<file path="src/design/sparse_coordinate_index_table_defines.svh">
// ----------------------------------------------------------------------------
// Sparse coordinate index table: assertion macros
// Concurrent check macros used by the top module. Defining NO_ASSERTIONS
// turns every check into an empty statement.
// ----------------------------------------------------------------------------
`ifndef SPARSE_COORDINATE_INDEX_TABLE_DEFINES_SVH
`define SPARSE_COORDINATE_INDEX_TABLE_DEFINES_SVH

`ifndef NO_ASSERTIONS

// Same-cycle implication.
`define SCIT_ASSERT_IMP(label, clk, rst, ante, cons) \
   label: assert property (@(posedge clk) disable iff (rst) (ante) |-> (cons)) \
      else $error("scit: same-cycle check failed");

// Next-cycle implication.
`define SCIT_ASSERT_NXT(label, clk, rst, ante, cons) \
   label: assert property (@(posedge clk) disable iff (rst) (ante) |=> (cons)) \
      else $error("scit: next-cycle check failed");

`else

`define SCIT_ASSERT_IMP(label, clk, rst, ante, cons)
`define SCIT_ASSERT_NXT(label, clk, rst, ante, cons)

`endif

`endif

</file>
<file path="src/design/scit_pkg.sv">
// ----------------------------------------------------------------------------
// Sparse coordinate index table package
// Field widths, command and status codes, register indexes and the control
// group that travels along the search chain.
// ----------------------------------------------------------------------------
package scit_pkg;

   localparam int CMD_W       = 2;
   localparam int BATCH_W     = 8;
   localparam int COORD_W     = 16;
   localparam int STEP_W      = 16;
   localparam int STATUS_W    = 3;
   localparam int ID_W        = 10;
   localparam int COUNT_OUT_W = 11;
   localparam int CSR_IDX_W   = 4;
   localparam int CSR_DATA_W  = 16;
   localparam int MAX_DIMS    = 3;
   localparam int FULL_KEY_W  = BATCH_W + MAX_DIMS * COORD_W;

   // The search chain: slot s lives in cell s mod CELL_COUNT, row s / CELL_COUNT.
   localparam int CELL_COUNT  = 32;
   localparam int CELL_W      = 5;

   localparam logic [CMD_W-1:0] CMD_INSERT = 2'd0;
   localparam logic [CMD_W-1:0] CMD_LOOKUP = 2'd1;
   localparam logic [CMD_W-1:0] CMD_CLEAR  = 2'd2;

   localparam logic [STATUS_W-1:0] ST_NEW   = 3'd0;
   localparam logic [STATUS_W-1:0] ST_FOUND = 3'd1;
   localparam logic [STATUS_W-1:0] ST_MISS  = 3'd2;
   localparam logic [STATUS_W-1:0] ST_DUP   = 3'd3;
   localparam logic [STATUS_W-1:0] ST_FULL  = 3'd4;

   localparam logic [CSR_IDX_W-1:0] REG_QUANT_STEP    = 4'd0;
   localparam logic [CSR_IDX_W-1:0] REG_STRICT_UNIQUE = 4'd1;

   typedef struct packed {
      logic valid;
      logic last;
      logic hit;
   } tok_ctl_type;

endpackage

</file>
<file path="src/design/scit_cell.sv">
// ----------------------------------------------------------------------------
// Search chain cell
// Holds one column of the key table in a small memory. A search token comes
// in from the left neighbour, the cell reads its key at the token's row,
// compares it with the broadcast search key and hands the token on.
// ----------------------------------------------------------------------------
module scit_cell import scit_pkg::*; #(
   parameter int ROWS     = 32,
   parameter int ROW_W    = 5,
   parameter int KEY_W    = 56,
   parameter int SLOT_W   = 10,
   parameter int CELL_IDX = 0
) (
   input  logic              clock,
   input  logic              reset,
   input  tok_ctl_type       ctl_in,
   input  logic [ROW_W-1:0]  row_in,
   input  logic [SLOT_W-1:0] slot_in,
   output tok_ctl_type       ctl_out,
   output logic [ROW_W-1:0]  row_out,
   output logic [SLOT_W-1:0] slot_out,
   input  logic [KEY_W-1:0]  key,
   input  logic [SLOT_W:0]   count,
   input  logic              wr_en,
   input  logic [ROW_W-1:0]  wr_row,
   input  logic [KEY_W-1:0]  wr_key
);

   logic [KEY_W-1:0]  bank_mem [ROWS];
   logic [KEY_W-1:0]  rd_ff;
   tok_ctl_type       ctl_ff;
   logic [ROW_W-1:0]  row_ff;
   logic [SLOT_W-1:0] slot_ff;

   logic [SLOT_W-1:0] own_slot;
   logic              in_range;
   logic              own_hit;

   always_ff @(posedge clock) begin
      if (wr_en) begin
         bank_mem[wr_row] <= wr_key;
      end
      rd_ff   <= bank_mem[row_in];
      row_ff  <= row_in;
      slot_ff <= slot_in;
   end

   always_ff @(posedge clock) begin
      if (reset) begin
         ctl_ff <= '0;
      end else begin
         ctl_ff <= ctl_in;
      end
   end

   // Only slots below the fill count hold live keys; the rest are stale.
   assign own_slot = {row_ff, CELL_W'(CELL_IDX)};
   assign in_range = ({1'b0, own_slot} < count);
   assign own_hit  = ctl_ff.valid & in_range & (rd_ff == key);

   assign ctl_out  = '{valid: ctl_ff.valid, last: ctl_ff.last, hit: ctl_ff.hit | own_hit};
   assign row_out  = row_ff;
   assign slot_out = own_hit ? own_slot : slot_ff;

endmodule

</file>
<file path="config.mk">
export PLATFORM = sky130hd
export DESIGN_NAME = scit_cell
export DESIGN_NICKNAME = d
export VERILOG_FILES = /design/src/design/sparse_coordinate_index_table_defines.svh /design/src/design/scit_pkg.sv /design/src/design/scit_cell.sv
export SDC_FILE = /design/constraint.sdc
export NUM_CORES = 2
export LEC_CHECK = 0
export BUFFER_PORTS_ARGS = -buffer_cell sky130_fd_sc_hd__buf_2
export CORE_UTILIZATION = 50
export CTS_BUF_LIST = sky130_fd_sc_hd__clkbuf_8
export DETAILED_ROUTE_END_ITERATION = 8
export PLACE_DENSITY = 0.65
export SLEW_MARGIN = 15
export SYNTH_ARGS = -nofsm -noshare
export SYNTH_HDL_FRONTEND = slang
export SYNTH_SLANG_ARGS = --single-unit
</file>
<file path="constraint.sdc">
create_clock -name clock -period 5.4 [get_ports clock]
set_input_delay 0.54 -clock clock [delete_from_list [all_inputs] [get_ports clock]]
set_output_delay 0.54 -clock clock [all_outputs]
set_load 0.01 [all_outputs]
</file>
# Word-level counts from Yosys, hierarchy flattened
# Memories as Yosys holds them, arrays and structs flattened. A register that Yosys moved wholly into a read port is not among the register bits.
# Cells that the tools add are included.
# W data, S select, Z words.
[word_totals] reg_bits=18 ramBits=1792 in_bits=149 out_inout_bits=18 elab_cells=14 n_memories=1
[memory_table] name="bank_mem" depth=32 width=56 rd=1 rd_clocked_by_memory_dff=1 wr=1 line_no="scit_cell.sv:29" text="logic [KEY_W-1:0] bank_mem [ROWS];"
[classes] n_lt_le_gt_ge=1 eq_ne=1 mux=3 n_bitwise=3
[op_table] op="$eq A56 B56 Y1" count=1
[op_table] op="$lt A10 B11 Y1" count=1
[op_table] op="$mux W10" count=1
[op_table] op="$and A1 B1 Y1" count=2
[op_table] op="$mux W1" count=2
[op_table] op="$or A1 B1 Y1" count=1

# Logic depth before layout (Yosys ltp)
[depth] ltp_word=4 ltp_mapped=9

# Least setup slack after synthesis
# No wires, ideal clock.
[synth_timing] path_kind="input to register" startpoint="input port wr_row[1]" endpoint="memory bank_mem[12][0] (enable)" setup_ns=0.470 t_arrival_ns=3.545 path_slack_ns=1.385 path_stages=3 n_path_buf=1 path_cell_list="or3b_2 -> clkbuf_1 -> nor2_1"
[synth_lines] element="start, declared" line_no="scit_cell.sv:25" text="input logic [ROW_W-1:0] wr_row,"
[synth_lines] element="end, declared" line_no="scit_cell.sv:29"
# Straight into the memory's write port.

# Worst setup path in the final report
[layout_timing] startpoint="register rd_ff[13], read port of bank_mem" endpoint="output port slot_out[6]"
[layout_between] elab_chain_len=3
[layout_rtl] element="start, declared" line_no="scit_cell.sv:30" text="logic [KEY_W-1:0] rd_ff;"
[layout_rtl] element="$eq A56 B56 Y1" line_no="scit_cell.sv:59" text="assign own_hit = ctl_ff.valid & in_range & (rd_ff == key);"
[layout_rtl] element="$and A1 B1 Y1" line_no="scit_cell.sv:59"
[layout_rtl] element="$mux W10" line_no="scit_cell.sv:63" text="assign slot_out = own_hit ? own_slot : slot_ff;"
[layout_rtl] element="end, declared" line_no="scit_cell.sv:21" text="output logic [SLOT_W-1:0] slot_out,"
# Every way passes these cells.

==> results.tsv <==
metric	value	unit
synthesized instance count	2777	
RR Endpoint	rd_ff[48]	
most frequent cells in the layout	edfxtp_1 (1792), mux4_2 (560), clkbuf_8 (326), buf_2 (161), inv_1 (115)	
Mean Syn Cell Area	25.3	µm²
final net count	3451	
Slew Viols, Final	0	
area of the multi-input gates	14500	µm²
crit path DAT	4.25	ns
synth unique cells	33	
outcome	completed	
Starting Density	0.503	
FILL cells	9860	
Die Y	377	µm
pin count of the biggest net entering global routing	85	
clk sink count	1866	
Worst-Skew Late Latency	1.01	ns
worst reg2reg setup slack	3.53	ns
wire per inst	33.5	µm
WS Path Type	flip-flop to output port	
Routed Antenna Nets	0	
Final Hold Fails	0	
#FFs+latches synth	1866	
grt total ovfl	0	
Setup TNS	0	ns
Seq. cell area	55300	µm²
layout cell share with drive strength beyond 1	0.372	
relative slew slack	0.187	
clock-pin slew on the worst setup and hold paths	0.06	ns
WP data required	4.86	ns
GPL Wtd Cong	0.768	
Worst IR Drop VDD	0.000208	V
Syn Std Cell Area	70300	µm²
reg2reg start	bank_mem[27][48]	
area growth from synthesis to layout	14.9	%
drc violations	0	
unrepaired setup endpoints after global routing	false	
first-pass GRT wire length	252	mm
HP Start	wr_key[18]	
Site Rows	137	
Starting DRT DRC Count	4005	
max cap viols	0	
Hold Path Class	input port to flip-flop	
Final Skew	0.0463	ns
leakage power	0.0259	µW
port bufs	166	
Hold Path Stages	1	
Syn. warnings	0	
routed via count	33500	
register area share after synthesis	0.787	
Max Fclk	209	MHz
cells on worst reg2reg path	3	
die area	142000	µm²
Tot GR Track Use	0.258	
drt first pass iters	5	
Core Util, Final	0.578	
root buf cell	clkbuf_8	
total CTS buffers	310	
drt total wl	180	mm
Setup violations, final	0	
htree depth	5	
Critical Path Fanout Max	11	
post-DR vias/cell	6.22	
Core ar.	140000	µm²
number of global-route vias before repair	34200	
Hold Path End	bank_mem[20][18]	
CP startpoint kind	flip-flop	
Ports	167	
Die Wd	377	µm
CTS tree	yes	
P per Cell Area	362	nW/µm²
initial antenna violation count	12	
DP HPWL	94.3	mm
min cycle time layout	4.79	ns
commonest non-fill, non-tap cell in the layout	edfxtp_1	
Syn Nets	2931	
CP endpoint kind	output port	
worst slew pin tran	1.22	ns
Period Utilization, post-route	0.887	
clock buffer depth	4	
==> critical path, stage by stage, from the launching register on <==
cell and delay [ns]:
dfxtp_1 0.30, xnor2_1 0.83, nand4_1 0.17, nor4_1 0.31
nand4_1 0.14, or4_1 0.93, mux2_2 0.42, buf_2 0.14
==> layer usage <==
layer | part of all wire | GRT usage | vias up | wire (µm)
met3 | 0.10 | 0.0672 | 276 | 18600
li1 | - | - | 13100 | -
met5 | 0.00037 | 0 | - | 67
met1 | 0.40 | 0.375 | 18300 | 72500
met4 | 0.020 | 0.0688 | 12 | 3670
met2 | 0.47 | 0.393 | 1839 | 85500
==> what timing repair did <==
action | in CTS | in global routing
endpoints found under the setup margin | 0 | 0
setup buffers | 0 | 0
hold buffers | 70 | 0
resized for setup | 0 | 0
endpoints found under the hold margin | 1714 | 0
==> sequential cells by signal, summed over array words and instances, names as in the netlist <==
name      cells
rd_ff        56
slot_ff      10
row_out       5
ctl_out       2
bank_mem   1792
ctl_ff        1
==> synthesized netlist by cell type, drive strengths merged <==
master | number | area, µm²
a21oi | 2 | 10.0
nand2b | 3 | 18.8
o2bb2ai | 1 | 8.76
or3b | 3 | 26.3
xnor2 | 21 | 184
a22o | 1 | 8.76
nand3b | 5 | 37.5
mux2 | 61 | 687
o22ai | 3 | 18.8
nand3 | 3 | 15.0
or3 | 1 | 6.26
nand2 | 1 | 3.75
dfxtp | 74 | 1480
and2 | 5 | 31.3
a311o | 1 | 10.0
o2111ai | 1 | 8.76
nor4 | 10 | 62.6
buf | 78 | 420
nor2 | 33 | 124
clkbuf | 57 | 214
nor2b | 3 | 18.8
nor3 | 1 | 5.00
mux4 | 560 | 12600
nand4 | 8 | 50.1
inv | 13 | 48.8
a22oi | 2 | 15.0
or4 | 1 | 7.51
ha | 5 | 62.6
edfxtp | 1792 | 53800
xor2 | 28 | 245
==> worst max-delay path by stage <==
| stage | from | to | slack, ns | cells after the start |
|---|---|---|---|---|
| finish | rd_ff[13] | slot_out[6] | 0.61 | 7 |
| CTS | rd_ff[16] | slot_out[6] | 0.67 | 6 |
| floorplan | wr_row[1] | bank_mem[12][0] | 1.38 | 3 |
| detailed placement | key[16] | slot_out[6] | 1.42 | 7 |
| global placement | key[20] | slot_out[6] | 1.37 | 8 |
| global route | rd_ff[16] | slot_out[8] | 0.54 | 6 |
==> area by class of cell <==
class                   instances  area share
well taps                    1876      0.0291
diodes                          4    0.000124
multi-input cells             763       0.180
inverters                      13    0.000605
clock inverters               199      0.0138
repair buffers                343      0.0357
flip-flops and latches       1866       0.685
clock buffers                 326      0.0556
==> logic make-up (layout without fill, tap and decap cells) <==
logic type,after synthesis,count (layout),synth area share
buffers and inverters,148,881,0.00972
xor gates and xnor gates,49,49,0.00611
AOI/OAI and AO/OA,11,11,0.00114
and+or+nand+nor,77,77,0.00579
adders and majority gates,5,5,0.000890
muxes,621,621,0.189
DFF,1866,1866,0.787
other,0,4,0
==> metrics by stage <==
step	instances	total power (µW)	hold WS, ns	setup slack [ns]	instance area, µm²
after floorplan	2777	17300	0.568	1.38	70300
after global placement	4787	18000	0.646	1.37	74300
after detailed placement	4788	18000	0.647	1.42	74300
after CTS	5383	29400	0.00433	0.668	80600
after global routing	5387	30100	0.0564	0.542	80700
final	5390	29200	0.0839	0.609	80700
==> report_power, final <==
part           internal [µW]  total (µW)  switching [µW]
clock                   6120       11500            5350
sequential             16100       16200            72.6
combinational            699        1580             882
total                  22900       29200            6310
No activity file was read; power rests on OpenSTA's default activity.
