## src/design/sparse_coordinate_index_table_defines.svh

```systemverilog
// ----------------------------------------------------------------------------
// Sparse coordinate index table: assertion macros
// Concurrent check macros used by the top module. Defining NO_ASSERTIONS
// turns every check into an empty statement.
// ----------------------------------------------------------------------------
`ifndef SPARSE_COORDINATE_INDEX_TABLE_DEFINES_SVH
`define SPARSE_COORDINATE_INDEX_TABLE_DEFINES_SVH

`ifndef NO_ASSERTIONS

// Same-cycle implication.
`define SCIT_ASSERT_IMP(label, clk, rst, ante, cons) \
   label: assert property (@(posedge clk) disable iff (rst) (ante) |-> (cons)) \
      else $error("scit: same-cycle check failed");

// Next-cycle implication.
`define SCIT_ASSERT_NXT(label, clk, rst, ante, cons) \
   label: assert property (@(posedge clk) disable iff (rst) (ante) |=> (cons)) \
      else $error("scit: next-cycle check failed");

`else

`define SCIT_ASSERT_IMP(label, clk, rst, ante, cons)
`define SCIT_ASSERT_NXT(label, clk, rst, ante, cons)

`endif

`endif

```

## src/design/scit_pkg.sv

```systemverilog
// ----------------------------------------------------------------------------
// Sparse coordinate index table package
// Field widths, command and status codes, register indexes and the control
// group that travels along the search chain.
// ----------------------------------------------------------------------------
package scit_pkg;

   localparam int CMD_W       = 2;
   localparam int BATCH_W     = 8;
   localparam int COORD_W     = 16;
   localparam int STEP_W      = 16;
   localparam int STATUS_W    = 3;
   localparam int ID_W        = 10;
   localparam int COUNT_OUT_W = 11;
   localparam int CSR_IDX_W   = 4;
   localparam int CSR_DATA_W  = 16;
   localparam int MAX_DIMS    = 3;
   localparam int FULL_KEY_W  = BATCH_W + MAX_DIMS * COORD_W;

   // The search chain: slot s lives in cell s mod CELL_COUNT, row s / CELL_COUNT.
   localparam int CELL_COUNT  = 32;
   localparam int CELL_W      = 5;

   localparam logic [CMD_W-1:0] CMD_INSERT = 2'd0;
   localparam logic [CMD_W-1:0] CMD_LOOKUP = 2'd1;
   localparam logic [CMD_W-1:0] CMD_CLEAR  = 2'd2;

   localparam logic [STATUS_W-1:0] ST_NEW   = 3'd0;
   localparam logic [STATUS_W-1:0] ST_FOUND = 3'd1;
   localparam logic [STATUS_W-1:0] ST_MISS  = 3'd2;
   localparam logic [STATUS_W-1:0] ST_DUP   = 3'd3;
   localparam logic [STATUS_W-1:0] ST_FULL  = 3'd4;

   localparam logic [CSR_IDX_W-1:0] REG_QUANT_STEP    = 4'd0;
   localparam logic [CSR_IDX_W-1:0] REG_STRICT_UNIQUE = 4'd1;

   typedef struct packed {
      logic valid;
      logic last;
      logic hit;
   } tok_ctl_type;

endpackage

```

## src/design/scit_quant.sv

```systemverilog
// ----------------------------------------------------------------------------
// Coordinate quantizer
// Truncates one signed coordinate toward zero to a multiple of the grid
// step: a restoring divider on the magnitude, one quotient bit per cycle,
// then a registered multiply back by the step and the sign restored.
// ----------------------------------------------------------------------------
module scit_quant import scit_pkg::*; (
   input  logic                      clock,
   input  logic                      reset,
   input  logic                      start,
   input  logic signed [COORD_W-1:0] coord,
   input  logic [STEP_W-1:0]         step,
   output logic                      done,
   output logic [COORD_W-1:0]        value
);

   localparam logic [1:0] P_IDLE = 2'd0;
   localparam logic [1:0] P_DIV  = 2'd1;
   localparam logic [1:0] P_MUL  = 2'd2;
   localparam logic [1:0] P_DONE = 2'd3;

   logic [1:0]           phase_ff, phase_in;
   logic [3:0]           cnt_ff, cnt_in;
   logic [STEP_W-1:0]    rem_ff, rem_in;
   logic [COORD_W-1:0]   quo_ff, quo_in;
   logic [STEP_W-1:0]    div_ff, div_in;
   logic                 neg_ff, neg_in;
   logic [2*STEP_W-1:0]  prod_ff, prod_in;

   logic [COORD_W-1:0]   coord_u;
   logic [COORD_W-1:0]   coord_mag;
   logic [STEP_W:0]      shifted;
   logic [STEP_W+1:0]    diff;
   logic                 ge;

   assign coord_u   = coord;
   // The magnitude of the most negative value still fits as unsigned.
   assign coord_mag = coord_u[COORD_W-1] ? (~coord_u + 16'd1) : coord_u;
   assign shifted   = {rem_ff, quo_ff[COORD_W-1]};
   assign diff      = {1'b0, shifted} - {2'b00, div_ff};
   assign ge        = ~diff[STEP_W+1];

   always_comb begin
      phase_in = phase_ff;
      cnt_in   = cnt_ff;
      rem_in   = rem_ff;
      quo_in   = quo_ff;
      div_in   = div_ff;
      neg_in   = neg_ff;
      prod_in  = prod_ff;
      unique case (phase_ff)
         P_IDLE: begin
            if (start) begin
               phase_in = P_DIV;
               cnt_in   = '0;
               rem_in   = '0;
               quo_in   = coord_mag;
               div_in   = step;
               neg_in   = coord_u[COORD_W-1];
            end
         end
         P_DIV: begin
            rem_in = ge ? diff[STEP_W-1:0] : shifted[STEP_W-1:0];
            quo_in = {quo_ff[COORD_W-2:0], ge};
            cnt_in = cnt_ff + 4'd1;
            if (cnt_ff == 4'd15) begin
               phase_in = P_MUL;
            end
         end
         P_MUL: begin
            prod_in  = {{STEP_W{1'b0}}, quo_ff} * {{COORD_W{1'b0}}, div_ff};
            phase_in = P_DONE;
         end
         P_DONE: begin
            phase_in = P_IDLE;
         end
      endcase
   end

   always_ff @(posedge clock) begin
      if (reset) begin
         phase_ff <= P_IDLE;
      end else begin
         phase_ff <= phase_in;
      end
   end

   always_ff @(posedge clock) begin
      cnt_ff  <= cnt_in;
      rem_ff  <= rem_in;
      quo_ff  <= quo_in;
      div_ff  <= div_in;
      neg_ff  <= neg_in;
      prod_ff <= prod_in;
   end

   assign done  = (phase_ff == P_DONE);
   assign value = neg_ff ? (~prod_ff[COORD_W-1:0] + 16'd1) : prod_ff[COORD_W-1:0];

endmodule

```

## config.mk

```make
export PLATFORM = sky130hd
export DESIGN_NAME = scit_quant
export DESIGN_NICKNAME = d
export VERILOG_FILES = /design/src/design/sparse_coordinate_index_table_defines.svh /design/src/design/scit_pkg.sv /design/src/design/scit_quant.sv
export SDC_FILE = /design/constraint.sdc
export NUM_CORES = 1
export LEC_CHECK = 0
export BUFFER_PORTS_ARGS = -buffer_cell sky130_fd_sc_hd__buf_2
export CAP_MARGIN = 20
export CORE_AREA = 3 3 121 123
export CTS_CLUSTER_SIZE = 28
export DETAILED_ROUTE_END_ITERATION = 16
export DIE_AREA = 0 0 124 126
export PLACE_DENSITY = 0.88
export SYNTH_ARGS = -nofsm -noshare
export SYNTH_HDL_FRONTEND = slang
export SYNTH_SLANG_ARGS = --single-unit
```

## constraint.sdc

```tcl
create_clock -name clock -period 12.5 [get_ports clock]
set_input_delay 1.875 -clock clock [delete_from_list [all_inputs] [get_ports clock]]
set_output_delay 1.875 -clock clock [all_outputs]
set_load 0.05 [all_outputs]
```

; Word level (Yosys, flattened, before mapping)
; Index checks and enable logic that the tools add are counted.
[word_totals]
reg_bits = 71
latchBits = 0
ramBits = 0
rom_bits = 0
in_bits = 35
out_inout_bits = 17
word_cells = 38
mem_count = 0
[op_classes]
n_addsub = 4
mul = 1
div_mod_pow = 0
order_cmp = 0
eq_ne = 6
shifts = 0
muxes = 12
n_bitwise = 3
n_reduce_logical = 5
[ops]
columns = op, n
row1 = $mux W16, 5
row2 = $pmux W16 S2, 2
row3 = $add A16 B1 Y16 const B, 2
row4 = $not A16 Y16, 2
row5 = $sub A17 B16 Y18, 1
row6 = $mul A16 B16 Y16, 1
row7 = $pmux W2 S4, 1
row8 = $pmux W4 S2, 1
row9 = $reduce_and A2 Y1, 3
row10 = $add A4 B1 Y4 const B, 1
row11 = $eq A2 B2 Y1 const B, 2
row12 = $eq A4 B4 Y1 const B, 1
row13 = $mux W2, 2
row14 = $mux W4, 1
row15 = $ne A2 B2 Y1 const B, 2
row16 = $eq A2 B1 Y1 const B, 1
row17 = $logic_not A2 Y1, 1
row18 = $reduce_bool A2 Y1, 1
row19 = $not A1 Y1, 1

; Longest topological paths before layout
[logic_depth]
depth_word = 5
depth_mapped = 22
depth_no_buf = 21

; Worst setup path after synthesis
; OpenSTA, ideal clock, no wires.
[synth_path]
path_kind = flip-flop to flip-flop
from = register div_ff[5]
to = register prod_ff[14] (data pin)
setup_ps = 257
arrival_ps = 5078
t_required_ps = 12243
setup_slack_ps = 7165
path_stages_with_launch = 20
path_buffers = 1
synth_period_minus_slack_ps = 5335
path_cell_list = edfxtp_1 clkbuf_1 and2_1 fa_1 inv_1 fa_1 fa_1 inv_1 ha_1 fa_1 inv_1 fa_1 inv_1 ha_1 and3_1 a21oi_1 o31ai_1 o21a_1 o41a_1 xor2_1
[synth_via]
elab_chain_cells = 1
[synth_lines]
columns = element, line
row1 = "start, declared", scit_quant.sv:26  ; logic [STEP_W-1:0] div_ff, div_in;
row2 = "start signal, assigned", scit_quant.sv:92  ; div_ff <= div_in;
row3 = $mul A16 B16 Y16, scit_quant.sv:71  ; prod_in = {{STEP_W{1'b0}}, quo_ff} * {{COORD_W{1'b0}}, div_ff};
row4 = "end signal, assigned", scit_quant.sv:94  ; prod_ff <= prod_in;
row5 = "end, declared", scit_quant.sv:28  ; logic [2*STEP_W-1:0] prod_ff, prod_in;
; Every way passes these cells.
; A chain may end at the register's enable or synchronous reset.

; Worst setup path in the final report
[layout_path]
from = register quo_ff[2]
to = register prod_ff[15] (data pin)
[layout_via]
elab_chain_cells = 1
[layout_lines]
columns = element, line
row1 = "start, declared", scit_quant.sv:25  ; logic [COORD_W-1:0] quo_ff, quo_in;
row2 = "start signal, assigned", scit_quant.sv:91  ; quo_ff <= quo_in;
row3 = $mul A16 B16 Y16, scit_quant.sv:71
; Every way passes these cells.

==> flow_summary.ini <==
[finish]
insertedDiodeCount = 0
syn_to_final_growth_pct = 8.373
layout_common_cells = inv_1, nand2_1, fa_1, ha_1, edfxtp_1
finalNetCount = 1057
final_common_cell = inv_1
drive_gt1_share_pct = 8.706

[timing]
slew_headroom_pct = 40.60
finalCriticalPeriod_ps = 5653
timing.final.crit_share_pct = 45.23
clock.fmax_mhz = 176.9
finalClockSkew_ps = 9.397
final_hold_viol_count = 0
drv_slew = 0
setup_tns_ps = 0
grt_setup_unrepaired = false
worst_slew_pin_slew_ps = 891.0
setup_viol = 0

[route]
dr.pass1.iters = 4
drcViolationCount = 0
wl_per_cell_um = 15.51
ant_nets = 0
num_vias = 5766
drtIter0Drc = 408
routed_wl_mm = 16.33
vias_per_cell = 5.476

[die]
die_width_um = 124
start_util_pct = 57.72
coreArea_sq_um = 13770
rows = 43
die_height_um = 126
io_pins = 52
die-area_sq_um = 15620

[critical_path]
startpoint_type = register
crit_arrival_ps = 5750
required_ps = 12600
max_stage_delay_ps = 640
crit_fanout = 15
slowest_stage = edfxtp_1
crit_type = register to register
crit_chain = and2_1 -> fa_1 -> inv_1 -> fa_1 -> inv_1 -> ha_1 -> ha_1 -> inv_1 -> fa_1 -> fa_1 -> inv_1 -> ha_1 -> nand3_1 -> o211ai_1 -> or4_1 -> o2111ai_1 -> nand2_1 -> a31oi_1 -> xnor2_1
cp-end-kind = register

[grt]
antenna_found_initial = 0
grt_usage_pct = 22.64
grt_overflow_total = 0
grt_max_degree = 37
grt_pass1_vias = 5984
grt_pass1_wl_mm = 27.77

[synth]
synth_top_area_share_pct = 26.06
yosysWarnings = 0
yosysSeqAreaShare_pct = 26.57
synth_cell_type_count = 47
yosysTopAreaCell = edfxtp_1
synthesis.nets = 1021
synth_area_leaders = edfxtp_1, fa_1, ha_1
synth_area_sq_um = 7950
async_flop_share_pct = 0
synth-seq-cells = 71
avgSynthCellArea_sq_um = 9.555
synthCells = 832
synth_edf_count = 69
synth_ff_type = edfxtp_1

[cts]
hold_buffers = 0
clock_latency_ps = 360
htree_levels = 3
tritoncts = yes
clock_sinks = 71
cts_setup_buffers = 0
post_cts_resized = 0
cts_buffer_depth = 2
cts_buffers = 9
clk_pin_slew_ps = 60
cts_root_buffer = clkbuf_16

[place]
gp_congestion = 0.9454
io_buffers = 51
dp_hpwl_mm = 12.79

[job]
maxCapViolCount = 0

[hold_path]
hold_path_class = register to register

[outcome]
status = finished clean
## cell families (layout without fill, tap and decap cells)
family | after synthesis | count (layout) | synth area share [%]
and+or+nand+nor | 249 | 249 | 14.68
buffers and inverters | 164 | 205 | 7.948
adders and majority gates | 154 | 154 | 31.89
AOI/OAI and AO/OA | 104 | 104 | 8.798
xor gates and xnor gates | 77 | 77 | 8.483
DFF | 71 | 71 | 26.57
muxes | 13 | 13 | 1.637
## critical path, delay by kind of cell (launching register included)
kind	cells	cell delay (ps)
DFF	1	640
adders and majority gates	7	3040
buffers and inverters	4	200
xor gates and xnor gates	1	100
AOI/OAI and AO/OA	3	480
and+or+nand+nor	4	940
## worst paths after layout
| path | depth (start not counted) | start | end | slack, ps |
|---|---|---|---|---|
| setup / recovery | 19 | quo_ff[2]$_DFFE_PP_ | prod_ff[15]$_DFFE_PP_ | 6850 |
| hold / removal | 2 | phase_ff[0]$_SDFFE_PP0P_ | phase_ff[0]$_SDFFE_PP0P_ | 550 |
| setup reg to reg | 19 | quo_ff[2]$_DFFE_PP_ | prod_ff[15]$_DFFE_PP_ | 6850 |
| hold reg to reg | 2 | phase_ff[0]$_SDFFE_PP0P_ | phase_ff[0]$_SDFFE_PP0P_ | 550 |
## flip-flops by register name, summed over array words and instances (netlist names)
| register | flops |
|---|---|
| div_ff | 16 |
| prod_ff | 16 |
| quo_ff | 16 |
| rem_ff | 16 |
| cnt_ff | 4 |
| phase_ff | 2 |
| neg_ff | 1 |
## cell usage after synthesis (3+ instances only)
| cell type | instances |
|---|---|
| xor2_1 | 31 |
| or3_1 | 5 |
| o211ai_1 | 5 |
| nand3_1 | 6 |
| clkbuf_1 | 22 |
| nor2b_1 | 6 |
| mux2i_1 | 13 |
| buf_1 | 3 |
| nand2_1 | 118 |
| xnor2_1 | 46 |
| a211oi_1 | 5 |
| inv_1 | 135 |
| o21ai_0 | 32 |
| ha_1 | 73 |
| o31ai_1 | 10 |
| a21oi_1 | 17 |
| edfxtp_1 | 69 |
| o21a_1 | 5 |
| a31oi_1 | 3 |
| and2_1 | 58 |
| fa_1 | 81 |
| nor3_1 | 7 |
| nand2b_1 | 4 |
| and3_1 | 3 |
| or4_1 | 5 |
| a21o_1 | 8 |
| o21bai_1 | 3 |
| nor2_1 | 35 |
## area by class of cell
cell class / instances / area [sq um]
multi-input cells: 597 / 5210
repair buffers: 53 / 270.3
flip-flops and latches: 71 / 2112
clock buffers: 9 / 225.2
inverters: 136 / 510.5
clock inverters: 7 / 62.56
well taps: 180 / 225.2
fillers: 1105 / 5157
## per-stage QoR
stage / setup slack, ps / hold slack [ps] / area (sq um) / instances / utilization [%]
2_1_floorplan: 7165 / 505.5 / 7950 / 832 / -
3_3_place_gp: 7002 / 526.4 / 8328 / 1037 / 60.47
3_5_place_dp: 6884 / 546.8 / 8328 / 1037 / 60.47
4_1_cts: 6869 / 555.5 / 8616 / 1053 / 62.55
5_1_grt: 6557 / 613.6 / 8616 / 1053 / 62.55
6_report: 6847 / 553.4 / 8616 / 1053 / 62.55
## routing by layer
| layer | GRT usage (%) | share of wire (%) | up-vias |
|---|---|---|---|
| li1 | - | - | 2755 |
| met1 | 29.97 | 42 | 2785 |
| met2 | 37.73 | 50 | 190 |
| met3 | 4.445 | 6.5 | 36 |
| met4 | 6.701 | 2.0 | 0 |
| met5 | 0 | 0 | - |
Power is left out: the tool's default activity adds up to more than one toggle a clock period on the data nets, which glitch-free logic cannot reach.
